==> config.mk <==
export PLATFORM = sky130hd
export DESIGN_NAME = rtf_cell
export DESIGN_NICKNAME = d
export VERILOG_FILES = /design/src/hw/rtl/rtf_pkg.sv /design/src/hw/rtl/rtf_cell.sv
export SDC_FILE = /design/constraint.sdc
export NUM_CORES = 1
export LEC_CHECK = 0
export BUFFER_PORTS_ARGS = -buffer_cell sky130_fd_sc_hd__buf_2
export CAP_MARGIN = 5
export CORE_MARGIN = 3
export CORE_UTILIZATION = 32
export DETAILED_ROUTE_END_ITERATION = 8
export GPL_TIMING_DRIVEN = 1
export PLACE_DENSITY_LB_ADDON = 0.1
export SETUP_SLACK_MARGIN = 0.05
export SYNTH_ARGS = -nofsm -noshare
export SYNTH_HDL_FRONTEND = slang
export SYNTH_SLANG_ARGS = --single-unit
==> constraint.sdc <==
create_clock -name clk -period 1.5 [get_ports clk]
set_clock_uncertainty 0.2 [all_clocks]
set_input_delay 0.225 -clock clk [delete_from_list [all_inputs] [get_ports clk]]
set_output_delay 0.225 -clock clk [all_outputs]
set_load 0.1 [all_outputs]
==> src/hw/rtl/rtf_pkg.sv <==
// ----------------------------------------------------------------------------
// rtf_pkg
// Shared types and codes for the first-fit region table allocator.
// ----------------------------------------------------------------------------
`default_nettype none
package rtf_pkg;

	localparam int unsigned TABLE_ENTRIES_DEF = 64;

	localparam logic [2:0] CMD_MAP     = 3'd0;
	localparam logic [2:0] CMD_REQUEST = 3'd1;
	localparam logic [2:0] CMD_RELEASE = 3'd2;
	localparam logic [2:0] CMD_UNMAP   = 3'd3;
	localparam logic [2:0] CMD_FIND    = 3'd4;
	localparam logic [2:0] CMD_READ    = 3'd5;

	localparam logic [1:0] ST_OK        = 2'd0;
	localparam logic [1:0] ST_INVALID   = 2'd1;
	localparam logic [1:0] ST_FULL      = 2'd2;
	localparam logic [1:0] ST_NOT_FOUND = 2'd3;

	localparam logic [3:0] KIND_EMPTY    = 4'd0;
	localparam logic [3:0] KIND_FREE     = 4'd1;
	localparam logic [3:0] KIND_RESERVED = 4'd2;

	typedef struct packed {
		logic [31:0] base;
		logic [31:0] length;
		logic [3:0]  kind;
	} entry_t;

endpackage
`default_nettype wire

==> src/hw/rtl/rtf_cell.sv <==
// ----------------------------------------------------------------------------
// rtf_cell
// One table slot of the rotating region ring.
// ----------------------------------------------------------------------------
`default_nettype none
module rtf_cell (
	input  wire logic            clk,
	input  wire logic            arst_n,
	input  wire logic            shift,
	input  wire rtf_pkg::entry_t d,
	output rtf_pkg::entry_t      q
);

	rtf_pkg::entry_t entry_q;

	always_ff @(posedge clk or negedge arst_n) begin
		if (!arst_n) begin
			entry_q <= '0;
		end else if (shift) begin
			entry_q <= d;
		end
	end

	assign q = entry_q;

endmodule
`default_nettype wire

Word level (Yosys, flattened, before mapping)
Cells that the tools add are included.
{"block": "totals", "reg_bits": 68, "in_bits": 71}

Depth between registers and ports, before layout
{"block": "logic_depth", "ltp_word": 0, "mapped_depth": 4, "ltp_nobuf": 1}

Worst setup path after synthesis
No wires, ideal clock.
{"block": "synth_path", "path_kind": "register to register", "from": "register, netlist name q[46]", "to": "register entry_q (netlist bit q[46])", "setup_time_ps": 126, "t_arrival_ps": 1132, "required_time_ps": 1174, "setup_slack_ps": 42, "path_stages_with_launch": 2, "path_buffers": 0, "period_less_slack_ps": 1458, "path_cell_list": "dfrtp_1 mux2_4"}
{"item": "end signal: assignment", "line_no": "rtf_cell.sv:18", "source": "entry_q <= '0;"}
{"item": "end signal: assignment", "line_no": "rtf_cell.sv:20", "source": "entry_q <= d;"}
{"item": "end: declaration", "line_no": "rtf_cell.sv:14", "source": "rtf_pkg::entry_t entry_q;"}

Worst setup path after layout
{"block": "layout_path", "from": "register entry_q (netlist bit q[42])", "to": "output q[42] (netlist name)"}
{"item": "end: declaration", "line_no": "rtf_cell.sv:11", "source": "output rtf_pkg::entry_t q"}
No word-level cell between the ends.

==> impl_metrics.csv <==
group,metric,value,unit
outcome,run_status,"completed",
cts,cts_resized,0,
pwr,power_frac_comb,40.3,%
cts,root_buffer,"clkbuf_8",
timing,report.final.slew_viol_count,0,
logic_synthesis,yosysWarnings,0,
drt,drt_iter0_drc,42,
drt,wl,6865,um
placed_design,hpwlAfterDp,4636,um
cts,cts_buffers,9,
grt,grtUsageMet1,17.67,%
timing,fmax,0.7328,GHz
timing,hold_violations,0,
logic_synthesis,syn_nets,215,
grt,antenna_found_initial,0,
worst_setup_path,end_kind,"primary output",
timing,period_share,90.98,%
worst_setup_path,start_kind,"flop",
die,die_y,96.40,um
drt,wl_per_cell,14.76,um
cells_and_area,layout-drive-gt1-share,80.72,%
worst_setup_path,crit_path_max_fanout,2,
cells_and_area,mostFrequentLayoutCells,"72 x buf_12, 69 x dlygate4sd3_1, 69 x buf_2",
cells_and_area,layout.cells.most_common,"buf_12",
grt,grt_max_degree,69,
cells_and_area,area_growth,110.0,%
flow_run,max-cap-violations,0,
cts,cts_tree,"done",
logic_synthesis,synth-seq-cells,68,
pwr,seqPwrFrac,32.8,%
drt,first_pass_iters,3,
timing,relSlewSlack,75.92,%
die,core_area,7848,um^2
cts,cts_buffer_depth,2,
logic_synthesis,synth.distinct_cells,6,
timing,worst_pin_slew,0.3613,ns
drt,final_antenna_net_count,0,
grt,first_global_vias,2205,
logic_synthesis,syn_avg_cell_area,18.16,um^2
grt,grtUsageMet3,7.281,%
worst_setup_path,path_cells,"buf_12",
logic_synthesis,syn_area,2615,um^2
pwr,ir_drop,0.8513,mV
timing,whs,0.07754,ns
grt,grtUsageTotal,15.50,%
cts,cts_num_sinks,68,
drt,viasPerCell,4.200,
worst_setup_path,critPathKind,"reg2out",
worst_setup_path,cp_slowest_cell,"dfrtp_2",
cells_and_area,diodes,0,
pwr,p_clk_share,26.9,%
cts,cts.reportedPaths.clkPinSlew,0.07,ns
die,die_area,9293,um^2
worst_setup_path,arrival,0.94,ns
worst_setup_path,worstPathRequired,1.07,ns
pwr,finalPower,6.861,mW
cells_and_area,fin_nets,429,
placed_design,place.gp.congestion,0.6748,
logic_synthesis,yosysSeqAreaShare,65.07,%
drt,routed-via-count,1953,
worst_setup_path,critPathTopFamily,"flip-flops",
cts,h-tree-depth,3,
timing,setup_viol,0,
grt,grt_pass1_wl,10780,um
drt,drc_errors,0,
die,ios,139,
pwr,p_leak,2.446,nW
timing,setup_tns,0,ns
pwr,p_per_area,1250,nW/um^2
worst_setup_path,crit_path_max_incr_delay,0.43,ns
grt,grt-busiest-layer,"met2",
pwr,swShare,36.56,%
die,placementRows,32,
worst_setup_path,cp.buffers_inverters,1,
cts,clk_latency,0.32,ns
timing,final.min_clock_period,1.365,ns
pwr,switching_power,2.508,mW
cells_and_area,largest_register_ffs,68,
placed_design,portBuffers,138,
grt,grt_util_met2,25.93,%
logic_synthesis,synthCells,144,
grt,grt_overflow_total,0,
pwr,p_int,4.353,mW
die,die_x,96.40,um
die,start_util,33.32,%
hold_path,hp-class,"in2reg",
timing,grt_setup_unrepaired,"no",
-- cell usage after synthesis, drive strengths merged --
master   n  area share [%]
buf      8             2.8
dfrtp   68              65
mux2    68              32
-- worst paths after layout --
| check | from | end | slack (ns) | depth (start not counted) |
|---|---|---|---|---|
| setup / recovery | q[42] | q[42] | 0.14 | 1 |
| min in group asynchronous | arst_n | q[61] | 0.26 | 3 |
| setup reg to reg | q[53] | q[53] | 0.48 | 1 |
| hold reg to reg | q[24] | q[24] | 0.36 | 1 |
| max in group asynchronous | arst_n | q[27] | 0.53 | 3 |
| hold / removal | shift | q[3] | 0.08 | 2 |
-- power by group through the flow --
stage | Clock, mW | Sequential [mW] | Combinational, mW
finish | 1.85 | 2.25 | 2.76
global route | 1.98 | 2.28 | 2.84
CTS | 1.90 | 2.26 | 2.78
detailed placement | 0 | 2.29 | 2.63
global placement | 0 | 2.28 | 2.62
floorplan | 0 | 3.54 | 0.270
-- layout make-up --
| class | instances | area, um^2 |
|---|---|---|
| tap | 102 | 127.6 |
| clock buffer | 12 | 155.1 |
| multi-input combinational | 68 | 840.8 |
| timing repair buffer | 211 | 2485 |
| fill | 542 | 2357 |
| sequential | 68 | 1787 |
| clock inverter | 4 | 95.09 |
-- cells by family (layout without fill, tap and decap cells) --
| kind of cell | count (synthesis) | in the layout | share of synthesized area [%] |
|---|---|---|---|
| mux | 68 | 68 | 32.15 |
| flops | 68 | 68 | 65.07 |
| buf+inv | 8 | 227 | 2.775 |
-- repair_timing --
action | 4_1_cts | 5_1_grt
endpoints found under the setup margin | 0 | 0
endpoints found under the hold margin | 136 | 0
hold buffers | 69 | 0
buffers inserted | 0 | 0
-- layer usage --
layer  share of wire, %  vias up
met1                 38      937
li1                   -      927
met2                 51       79
met4                1.6        0
met3                8.9       10
met5                  0        -
-- per-stage QoR --
step / std cells / instance area [um^2] / util (%) / setup slack, ns
floorplan: 144 / 2700 / - / 0.2581
global placement: 380 / 4549 / 57.97 / 0.1899
detailed placement: 380 / 4549 / 57.97 / 0.1749
CTS: 465 / 5490 / 69.96 / 0.1147
global route: 465 / 5490 / 69.96 / 0.08941
finish: 465 / 5490 / 69.96 / 0.1353
No activity file was read; power rests on OpenSTA's default activity.
